File: src/sv/etf_pkg.sv
// Shared types, constants and defaults for the escape-time fractal iterator.
package etf_pkg;

    localparam int DEF_FRACTION_BITS = 28;
    localparam int DEF_COUNT_WIDTH   = 16;

    localparam int DATA_W     = 32;
    localparam int MAX_ITER_W = 16;
    localparam int MODE_W     = 2;
    localparam int CFG_IDX_W  = 8;
    localparam int ZW         = DATA_W + 1;
    localparam int PW         = 2 * ZW;
    localparam int WW         = PW + 2;
    localparam int SW         = PW + 1;

    localparam logic [CFG_IDX_W-1:0] CFG_MODE     = CFG_IDX_W'(0);
    localparam logic [CFG_IDX_W-1:0] CFG_MAX_ITER = CFG_IDX_W'(1);
    localparam logic [CFG_IDX_W-1:0] CFG_JC_REAL  = CFG_IDX_W'(2);
    localparam logic [CFG_IDX_W-1:0] CFG_JC_IMAG  = CFG_IDX_W'(3);

    localparam logic [MODE_W-1:0] MODE_MANDEL = MODE_W'(0);
    localparam logic [MODE_W-1:0] MODE_JULIA  = MODE_W'(1);
    localparam logic [MODE_W-1:0] MODE_SHIP   = MODE_W'(2);

    localparam logic [MAX_ITER_W-1:0] RST_MAX_ITER = MAX_ITER_W'(100);

    typedef enum logic [2:0] {
        ST_IDLE,
        ST_SQ_R,
        ST_SQ_I,
        ST_CROSS,
        ST_UPDATE
    } etf_state_t;

    typedef enum logic [1:0] {
        MUL_RR,
        MUL_II,
        MUL_RI
    } mul_sel_t;

    typedef struct packed {
        logic     load;
        mul_sel_t mul_sel;
        logic     cap_rr;
        logic     cap_ii;
        logic     upd_z;
    } etf_ctrl_t;

    typedef struct packed {
        logic abs_esc;
        logic sq_esc;
    } etf_status_t;

    typedef struct packed {
        logic                  finish;
        logic                  esc;
        logic [MAX_ITER_W-1:0] count;
    } etf_res_t;

endpackage

File: src/sv/etf_mul.sv
// Shared signed multiplier with operand select and registered product.
module etf_mul (
    input  logic                         clk,
    input  etf_pkg::mul_sel_t            sel,
    input  logic signed [etf_pkg::ZW-1:0] zr,
    input  logic signed [etf_pkg::ZW-1:0] zi,
    output logic signed [etf_pkg::PW-1:0] prod
);
    import etf_pkg::*;

    logic signed [ZW-1:0] op_a;
    logic signed [ZW-1:0] op_b;
    logic signed [PW-1:0] prod_reg;
    logic signed [PW-1:0] prod_next;

    always_comb
    begin
        case (sel)
            MUL_RR:
            begin
                op_a = zr;
                op_b = zr;
            end
            MUL_II:
            begin
                op_a = zi;
                op_b = zi;
            end
            MUL_RI:
            begin
                op_a = zr;
                op_b = zi;
            end
            default:
            begin
                op_a = zr;
                op_b = zi;
            end
        endcase
    end

    assign prod_next = op_a * op_b;

    always_ff @(posedge clk)
    begin
        prod_reg <= prod_next;
    end

    assign prod = prod_reg;

endmodule

File: src/sv/etf_fsm.sv
// Iteration sequencer: drives the shared multiplier and counts iterations.
module etf_fsm (
    input  logic                              clk,
    input  logic                              rst_n,
    input  logic                              start_ok,
    input  logic [etf_pkg::MAX_ITER_W-1:0]    max_iter,
    input  etf_pkg::etf_status_t              status,
    output etf_pkg::etf_ctrl_t                ctrl,
    output etf_pkg::etf_res_t                 res,
    output logic                              busy
);
    import etf_pkg::*;

    etf_state_t            state_reg;
    etf_state_t            state_next;
    logic [MAX_ITER_W-1:0] count_reg;
    logic [MAX_ITER_W-1:0] count_next;
    logic                  first_reg;
    logic                  first_next;
    logic [MAX_ITER_W-1:0] count_inc;
    logic                  limit_hit;

    assign count_inc = count_reg + MAX_ITER_W'(1);
    assign limit_hit = (count_inc == max_iter);

    always_ff @(posedge clk or negedge rst_n)
    begin
        if (!rst_n)
        begin
            state_reg <= ST_IDLE;
            count_reg <= '0;
            first_reg <= 1'b0;
        end
        else
        begin
            state_reg <= state_next;
            count_reg <= count_next;
            first_reg <= first_next;
        end
    end

    always_comb
    begin
        state_next = state_reg;
        count_next = count_reg;
        first_next = first_reg;
        case (state_reg)
            ST_IDLE:
            begin
                if (start_ok && (max_iter != '0))
                begin
                    state_next = ST_SQ_R;
                    count_next = '0;
                    first_next = 1'b1;
                end
            end
            ST_SQ_R:
                state_next = ST_SQ_I;
            ST_SQ_I:
                state_next = ST_CROSS;
            ST_CROSS:
            begin
                if (first_reg)
                begin
                    first_next = 1'b0;
                    state_next = ST_UPDATE;
                end
                else if (status.sq_esc || limit_hit)
                    state_next = ST_IDLE;
                else
                begin
                    count_next = count_inc;
                    state_next = ST_UPDATE;
                end
            end
            ST_UPDATE:
            begin
                if (status.abs_esc)
                    state_next = ST_IDLE;
                else
                    state_next = ST_SQ_R;
            end
            default:
                state_next = ST_IDLE;
        endcase
    end

    always_comb
    begin
        ctrl         = '0;
        ctrl.mul_sel = MUL_RR;
        res          = '0;
        case (state_reg)
            ST_IDLE:
            begin
                ctrl.load = start_ok;
                if (start_ok && (max_iter == '0))
                    res.finish = 1'b1;
            end
            ST_SQ_R:
                ctrl.mul_sel = MUL_RR;
            ST_SQ_I:
            begin
                ctrl.mul_sel = MUL_II;
                ctrl.cap_rr  = 1'b1;
            end
            ST_CROSS:
            begin
                ctrl.mul_sel = MUL_RI;
                ctrl.cap_ii  = 1'b1;
                if (!first_reg)
                begin
                    if (status.sq_esc)
                    begin
                        res.finish = 1'b1;
                        res.esc    = 1'b1;
                        res.count  = count_reg;
                    end
                    else if (limit_hit)
                    begin
                        res.finish = 1'b1;
                        res.count  = count_inc;
                    end
                end
            end
            ST_UPDATE:
            begin
                ctrl.upd_z = 1'b1;
                if (status.abs_esc)
                begin
                    res.finish = 1'b1;
                    res.esc    = 1'b1;
                    res.count  = count_reg;
                end
            end
            default:
                ctrl.mul_sel = MUL_RR;
        endcase
    end

    assign busy = (state_reg != ST_IDLE);

endmodule

File: src/sv/escape_time_fractal_iterator.sv
// Top level of the escape-time fractal iterator: config, datapath and result.
//
// One point is taken per request when start is high and busy is low. Each iteration of
// z = z^2 + c runs on the single shared 33x33 multiplier in steps (zr*zr, zi*zi,
// zr*zi, then the update). The number of iterations run is the escaping iteration
// index plus one, or max_iterations. Busy drops after the update step when the escape
// shows as a coordinate beyond two; when it shows only in the squared magnitude or when
// the limit ends the run, busy stays high into the next pass, since that test waits for
// the zr*zi step of that pass. The result strobe rises in the cycle busy drops. A limit
// of zero never raises busy and gives a result in the cycle after the request. The
// strobe done is high for exactly one cycle and cannot be held off; iteration_count and
// escaped hold their values until the next result. A new request may be issued in the
// cycle done is high. Configuration writes are always ready and must only be issued while
// the block is idle.
module escape_time_fractal_iterator #(
    parameter int FRACTION_BITS = etf_pkg::DEF_FRACTION_BITS,
    parameter int COUNT_WIDTH   = etf_pkg::DEF_COUNT_WIDTH
) (
    input  logic                                  clk,
    input  logic                                  rst_n,
    input  logic                                  start,
    output logic                                  busy,
    input  logic signed [etf_pkg::DATA_W-1:0]     point_real,
    input  logic signed [etf_pkg::DATA_W-1:0]     point_imag,
    output logic                                  done,
    output logic [COUNT_WIDTH-1:0]                iteration_count,
    output logic                                  escaped,
    input  logic                                  cfg_valid,
    output logic                                  cfg_ready,
    input  logic [etf_pkg::CFG_IDX_W-1:0]         cfg_index,
    input  logic [etf_pkg::DATA_W-1:0]            cfg_data
);
    import etf_pkg::*;

    localparam int CEXT = (COUNT_WIDTH > MAX_ITER_W) ? COUNT_WIDTH : MAX_ITER_W;
    localparam logic signed [WW-1:0] ESC_LIM =
        {{(WW-1){1'b0}}, 1'b1} << (FRACTION_BITS + 1);
    localparam logic signed [WW-1:0] ESC_NEG = -ESC_LIM;
    localparam logic [SW-1:0] SQ_LIM = {{(SW-1){1'b0}}, 1'b1} << (2 * FRACTION_BITS + 2);

    logic [MODE_W-1:0]     mode_reg;
    logic [MAX_ITER_W-1:0] max_iter_reg;
    logic signed [DATA_W-1:0] jc_re_reg;
    logic signed [DATA_W-1:0] jc_im_reg;

    logic signed [ZW-1:0]     zr_reg;
    logic signed [ZW-1:0]     zr_next;
    logic signed [ZW-1:0]     zi_reg;
    logic signed [ZW-1:0]     zi_next;
    logic signed [DATA_W-1:0] cr_reg;
    logic signed [DATA_W-1:0] cr_next;
    logic signed [DATA_W-1:0] ci_reg;
    logic signed [DATA_W-1:0] ci_next;
    logic signed [PW-1:0]     rr_reg;
    logic signed [PW-1:0]     ii_reg;

    logic                     done_reg;
    logic [COUNT_WIDTH-1:0]   count_out_reg;
    logic                     escaped_reg;

    logic                     start_ok;
    logic                     is_julia;
    logic                     is_ship;
    logic signed [PW-1:0]     prod;
    logic signed [PW-1:0]     cross_abs;
    logic signed [WW-1:0]     sq_diff;
    logic signed [WW-1:0]     nr;
    logic signed [WW-1:0]     ni;
    logic [SW-1:0]            mag_sum;
    logic [CEXT-1:0]          count_ext;

    etf_ctrl_t   ctrl;
    etf_status_t status;
    etf_res_t    res;

    assign start_ok  = start && !busy;
    assign is_julia  = (mode_reg == MODE_JULIA);
    assign is_ship   = (mode_reg == MODE_SHIP);
    assign cfg_ready = 1'b1;

    always_ff @(posedge clk or negedge rst_n)
    begin
        if (!rst_n)
        begin
            mode_reg     <= MODE_MANDEL;
            max_iter_reg <= RST_MAX_ITER;
            jc_re_reg    <= '0;
            jc_im_reg    <= '0;
        end
        else if (cfg_valid && cfg_ready)
        begin
            case (cfg_index)
                CFG_MODE:     mode_reg     <= cfg_data[MODE_W-1:0];
                CFG_MAX_ITER: max_iter_reg <= cfg_data[MAX_ITER_W-1:0];
                CFG_JC_REAL:  jc_re_reg    <= cfg_data;
                CFG_JC_IMAG:  jc_im_reg    <= cfg_data;
                default:      mode_reg     <= mode_reg;
            endcase
        end
    end

    etf_fsm u_fsm (
        .clk      (clk),
        .rst_n    (rst_n),
        .start_ok (start_ok),
        .max_iter (max_iter_reg),
        .status   (status),
        .ctrl     (ctrl),
        .res      (res),
        .busy     (busy)
    );

    etf_mul u_mul (
        .clk  (clk),
        .sel  (ctrl.mul_sel),
        .zr   (zr_reg),
        .zi   (zi_reg),
        .prod (prod)
    );

    always_comb
    begin
        if (is_ship && prod[PW-1])
            cross_abs = -prod;
        else
            cross_abs = prod;
    end

    assign sq_diff = WW'(rr_reg) - WW'(ii_reg);
    assign nr      = (sq_diff >>> FRACTION_BITS) + WW'(cr_reg);
    assign ni      = (WW'(cross_abs) >>> (FRACTION_BITS - 1)) + WW'(ci_reg);
    assign mag_sum = SW'($unsigned(rr_reg)) + SW'($unsigned(prod));

    assign status.abs_esc = (nr > ESC_LIM) || (nr < ESC_NEG) ||
                            (ni > ESC_LIM) || (ni < ESC_NEG);
    assign status.sq_esc  = (mag_sum > SQ_LIM);

    always_comb
    begin
        zr_next = zr_reg;
        zi_next = zi_reg;
        cr_next = cr_reg;
        ci_next = ci_reg;
        if (ctrl.load)
        begin
            if (is_julia)
            begin
                zr_next = ZW'(point_real);
                zi_next = ZW'(point_imag);
                cr_next = jc_re_reg;
                ci_next = jc_im_reg;
            end
            else
            begin
                zr_next = '0;
                zi_next = '0;
                cr_next = point_real;
                ci_next = point_imag;
            end
        end
        else if (ctrl.upd_z)
        begin
            zr_next = nr[ZW-1:0];
            zi_next = ni[ZW-1:0];
        end
    end

    always_ff @(posedge clk)
    begin
        zr_reg <= zr_next;
        zi_reg <= zi_next;
        cr_reg <= cr_next;
        ci_reg <= ci_next;
        if (ctrl.cap_rr)
            rr_reg <= prod;
        if (ctrl.cap_ii)
            ii_reg <= prod;
    end

    assign count_ext = CEXT'(res.count);

    always_ff @(posedge clk or negedge rst_n)
    begin
        if (!rst_n)
        begin
            done_reg      <= 1'b0;
            count_out_reg <= '0;
            escaped_reg   <= 1'b0;
        end
        else
        begin
            done_reg <= res.finish;
            if (res.finish)
            begin
                count_out_reg <= count_ext[COUNT_WIDTH-1:0];
                escaped_reg   <= res.esc;
            end
        end
    end

    assign done            = done_reg;
    assign iteration_count = count_out_reg;
    assign escaped         = escaped_reg;

`ifndef SYNTH
    a_done_idle: assert property (@(posedge clk) disable iff (!rst_n)
        done |-> !busy)
        else $error("result strobe while busy");

    a_done_after_work: assert property (@(posedge clk) disable iff (!rst_n)
        done |-> ($past(busy) || $past(start)))
        else $error("result strobe without a request");

    a_esc_below_limit: assert property (@(posedge clk) disable iff (!rst_n)
        (res.finish && res.esc) |-> (res.count < max_iter_reg))
        else $error("escape count reached the limit");

    a_bounded_at_limit: assert property (@(posedge clk) disable iff (!rst_n)
        (res.finish && !res.esc) |-> (res.count == max_iter_reg))
        else $error("bounded result differs from the limit");
`endif

endmodule
File: config.mk
export PLATFORM = sky130hd
export DESIGN_NAME = escape_time_fractal_iterator
export DESIGN_NICKNAME = d
export VERILOG_FILES = /design/src/sv/etf_pkg.sv /design/src/sv/etf_mul.sv /design/src/sv/etf_fsm.sv /design/src/sv/escape_time_fractal_iterator.sv
export SDC_FILE = /design/constraint.sdc
export NUM_CORES = 2
export LEC_CHECK = 0
export BUFFER_PORTS_ARGS = -buffer_cell sky130_fd_sc_hd__buf_4
export CORE_ASPECT_RATIO = 0.5
export CORE_MARGIN = 2
export CORE_UTILIZATION = 45
export DETAILED_ROUTE_END_ITERATION = 12
export GPL_ROUTABILITY_DRIVEN = 0
export RECOVER_POWER = 100
export SLEW_MARGIN = 40
export SYNTH_ARGS = -nofsm -noshare
export SYNTH_HDL_FRONTEND = slang
export SYNTH_HIERARCHICAL = 1
export SYNTH_SLANG_ARGS = --single-unit
File: constraint.sdc
create_clock -name clk -period 12.7 [get_ports clk]
set_input_delay 1.905 -clock clk [delete_from_list [all_inputs] [get_ports clk]]
set_output_delay 1.905 -clock clk [all_outputs]
set_load 0.02 [all_outputs]
==> results.py <==
metrics = {
    "run_status": {
        "status": "complete, but fails checks",
        "violations": "capacitance limit, slew limit",
    },
    "clock_tree": {
        "root_buffer": "clkbuf_16",
        "clk_pin_slew_worst_paths_ns": 0.06,
        "hold_buffers": 0,
        "cts_buffer_depth": 3,
        "cts_tree": "yes",
        "cts_resized": 0,
        "post_cts_buffers": 0,
        "insertion_delay_ns": 0.63,
        "htreeDepth": 2,
        "cts_buffers": 53,
        "cts.sinks": 448,
    },
    "sta": {
        "finalCriticalPeriod_ns": 11.41,
        "rsz0062_at_grt": "false",
        "fmax_ghz": 0.08765,
        "maxSlewViolCount": 685,
        "fin_hold_ws_ns": 0.5005,
        "setup_tns_ns": 0,
        "finClkSkew_ns": 0.03155,
        "worstMarginPinSlew_ns": 4.490,
        "hold_viol_final": 0,
        "maxSlewHeadroom": -1.993,
        "period_share": 0.8983,
        "setup_viol": 0,
    },
    "logic_synthesis": {
        "netlist_instances": 7391,
        "synthFlopType": "edfxtp_1",
        "syn_area_per_cell_um2": 9.214,
        "ys_types": 119,
        "synth-seq-cells": 448,
        "syn-num-nets": 9075,
        "ys_seq_area_frac": 0.1791,
        "ys_warn_count": 6,
        "synthArstFlopShare": 0.2679,
        "synth-edff-count": 262,
        "netlist_area_mm2": 0.06810,
    },
    "global_route": {
        "grt_pass1_vias": 54327,
        "antenna_found_initial": 7,
        "grt_pass1_wl_mm": 354.6,
        "overflow": 0,
        "grt_start_max_net_pins": 85,
        "grt_usage": 0.3085,
    },
    "floorplan": {
        "die_x_um": 554.2,
        "core_mm2": 0.1495,
        "initial_utilization": 0.4555,
        "dieArea_mm2": 0.1547,
        "row_count": 100,
        "dieHeight_um": 279.1,
        "num_io_pins": 128,
    },
    "route": {
        "vias_per_cell": 5.796,
        "drtPass1Iterations": 8,
        "routedWlPerCell_um": 25.10,
        "vias": 54568,
        "initialDrtViolationCount": 6254,
        "totalWireLength_mm": 236.3,
        "ant_nets": 0,
        "drc": 0,
    },
    "finish": {
        "syn2layout_area_growth_pct": 7.758,
        "final_util": 0.4908,
        "stdcell_area_mm2": 0.07339,
        "final_layout_size_suffix_gt1_frac": 0.07964,
        "n_fill_cell": 14142,
        "fin_nets": 9060,
    },
    "place": {
        "io_buffer_count": 126,
        "dp_hpwl_mm": 189.1,
        "postPlaceCellArea_mm2": 0.07165,
    },
    "critical_path": {
        "critPathMaxFanout": 43,
        "cp-end-kind": "flip-flop",
        "critical_path_arrival_ns": 11.89,
        "crit_type": "flip-flop to flip-flop",
        "start_kind": "flip-flop",
        "cp.required_ns": 13.19,
    },
    "flow_run": {
        "maxCapViolCount": 13,
    },
    "min_path": {
        "min_path_type": "flip-flop to flip-flop",
    },
}
-- cell usage after synthesis (all sizes together) (8+ instances only) --
library cell / n / area [µm²]
a21oi: 290 / 1478
dfrtp: 117 / 2928
fa: 1148 / 22980
nand2b: 25 / 156.4
clkbuf: 253 / 960.9
nor2b: 33 / 206.5
o21bai: 34 / 255.2
mux2i: 69 / 690.7
xnor2: 170 / 1489
nor3b: 11 / 82.58
or4: 10 / 78.82
a211o: 13 / 113.9
o21ai: 244 / 1240
or2: 18 / 112.6
inv: 1272 / 4775
and2: 34 / 214.0
a2111oi: 12 / 105.1
nand3: 134 / 670.6
nand4: 75 / 484.2
ha: 428 / 5355
nor3: 67 / 340.3
and3: 55 / 346.6
nor4b: 8 / 70.07
mux2: 165 / 1858
dfxtp: 66 / 1321
o211ai: 37 / 282.8
o21a: 56 / 420.4
and4: 18 / 157.7
nor4: 31 / 200.2
nand3b: 11 / 82.58
xor2: 91 / 797.0
a31oi: 38 / 252.7
o2111ai: 11 / 96.34
nor2: 744 / 2795
a31o: 11 / 96.34
a211oi: 42 / 347.8
o31ai: 24 / 190.2
buf: 58 / 316.5
or3: 20 / 125.1
o31a: 8 / 71.32
edfxtp: 262 / 7868
a221oi: 9 / 102.6
a221o: 16 / 161.4
a21o: 119 / 898.4
nand2: 924 / 3468
-- stage by stage --
stage                     cells  setup slack (ns)
after floorplan            7391            0.8207
after global placement     9298             1.863
after detailed placement   9310             1.977
after CTS                  9410             1.911
after global routing       9410            0.8251
final                      9414             1.292
-- cell type report --
cell class	instances	area (µm²)	share of cell area
multi-input combinational	5357	50200	0.6840
sequential	448	12200	0.1662
inverter	1273	4781	0.06514
tap	1989	2489	0.03391
timing repair buffer	243	1747	0.02380
clock buffer	69	1488	0.02027
clock inverter	31	480.5	0.006547
antenna	4	10.01	0.0001364
-- worst max-delay path, stage by stage (launching register included) --
cell and delay [ns]:
dfrtp_1 0.46, nand3b_1 0.31, inv_4 0.27, nor2b_4 0.66
mux2i_1 1.09, clkbuf_1 0.94, nor2_1 0.17, fa_1 0.48
fa_1 0.50, inv_1 0.05, fa_1 0.48, inv_1 0.05
fa_1 0.49, fa_1 0.45, fa_1 0.44, fa_1 0.52
inv_1 0.05, fa_1 0.69, inv_1 0.09, ha_1 0.39
a21oi_1 0.10, o21ai_0 0.31, a21oi_1 0.18, o31ai_1 0.37
o21ai_4 0.16, o31ai_1 0.87, o22ai_1 0.28, a311o_1 0.37
-- path summary, 6_finish.rpt --
check	slack [ns]	endpoint	depth (start not counted)	start
max	1.29	u_mul/prod[63]	27	u_fsm/state_reg[2]
min	0.50	jc_re_reg[6]	1	jc_re_reg[6]
max reg2reg	1.29	u_mul/prod[63]	27	u_fsm/state_reg[2]
min reg2reg	0.50	jc_re_reg[6]	1	jc_re_reg[6]
max in group asynchronous	5.88	max_iter_reg[14]	2	rst_n
min in group asynchronous	2.68	jc_re_reg[18]	1	rst_n
-- metal layers --
| metal | part of all wire | wire [µm] | up-vias | global-route usage |
|---|---|---|---|---|
| li1 | - | - | 23746 | - |
| met3 | 0.14 | 32290 | 408 | 0.1012 |
| met2 | 0.40 | 95020 | 3006 | 0.4335 |
| met1 | 0.43 | 101900 | 27402 | 0.4539 |
| met5 | 0.00019 | 44 | - | 0 |
| met4 | 0.030 | 6998 | 6 | 0.07763 |
-- cells in the final DEF (no fill, tap or decap), drive strengths merged, types with 105 or more instances in the layout --
master,count
nand3,134
mux2,165
edfxtp,262
buf,207
fa,1148
nor2,744
dfrtp,117
clkbuf,105
xnor2,170
a21oi,290
nand2,924
inv,1279
ha,428
a21o,119
o21ai,244
-- kinds of logic (layout without fill, tap and decap cells) --
| kind of cell | Yosys count | in the layout | share of synthesized area |
|---|---|---|---|
| other | 1 | 5 | 0.00005506 |
| xor gates and xnor gates | 261 | 261 | 0.03357 |
| muxes | 234 | 234 | 0.03742 |
| adders and majority gates | 1576 | 1576 | 0.4161 |
| buffers and inverters | 1586 | 1616 | 0.08923 |
| and+or+nand+nor | 2238 | 2238 | 0.1436 |
| DFF | 448 | 448 | 0.1791 |
| AOI/OAI and AO/OA | 1047 | 1047 | 0.1010 |
Power is not shown: default switching activity piles up to over one toggle a cycle in this logic, so the estimate is an artifact.
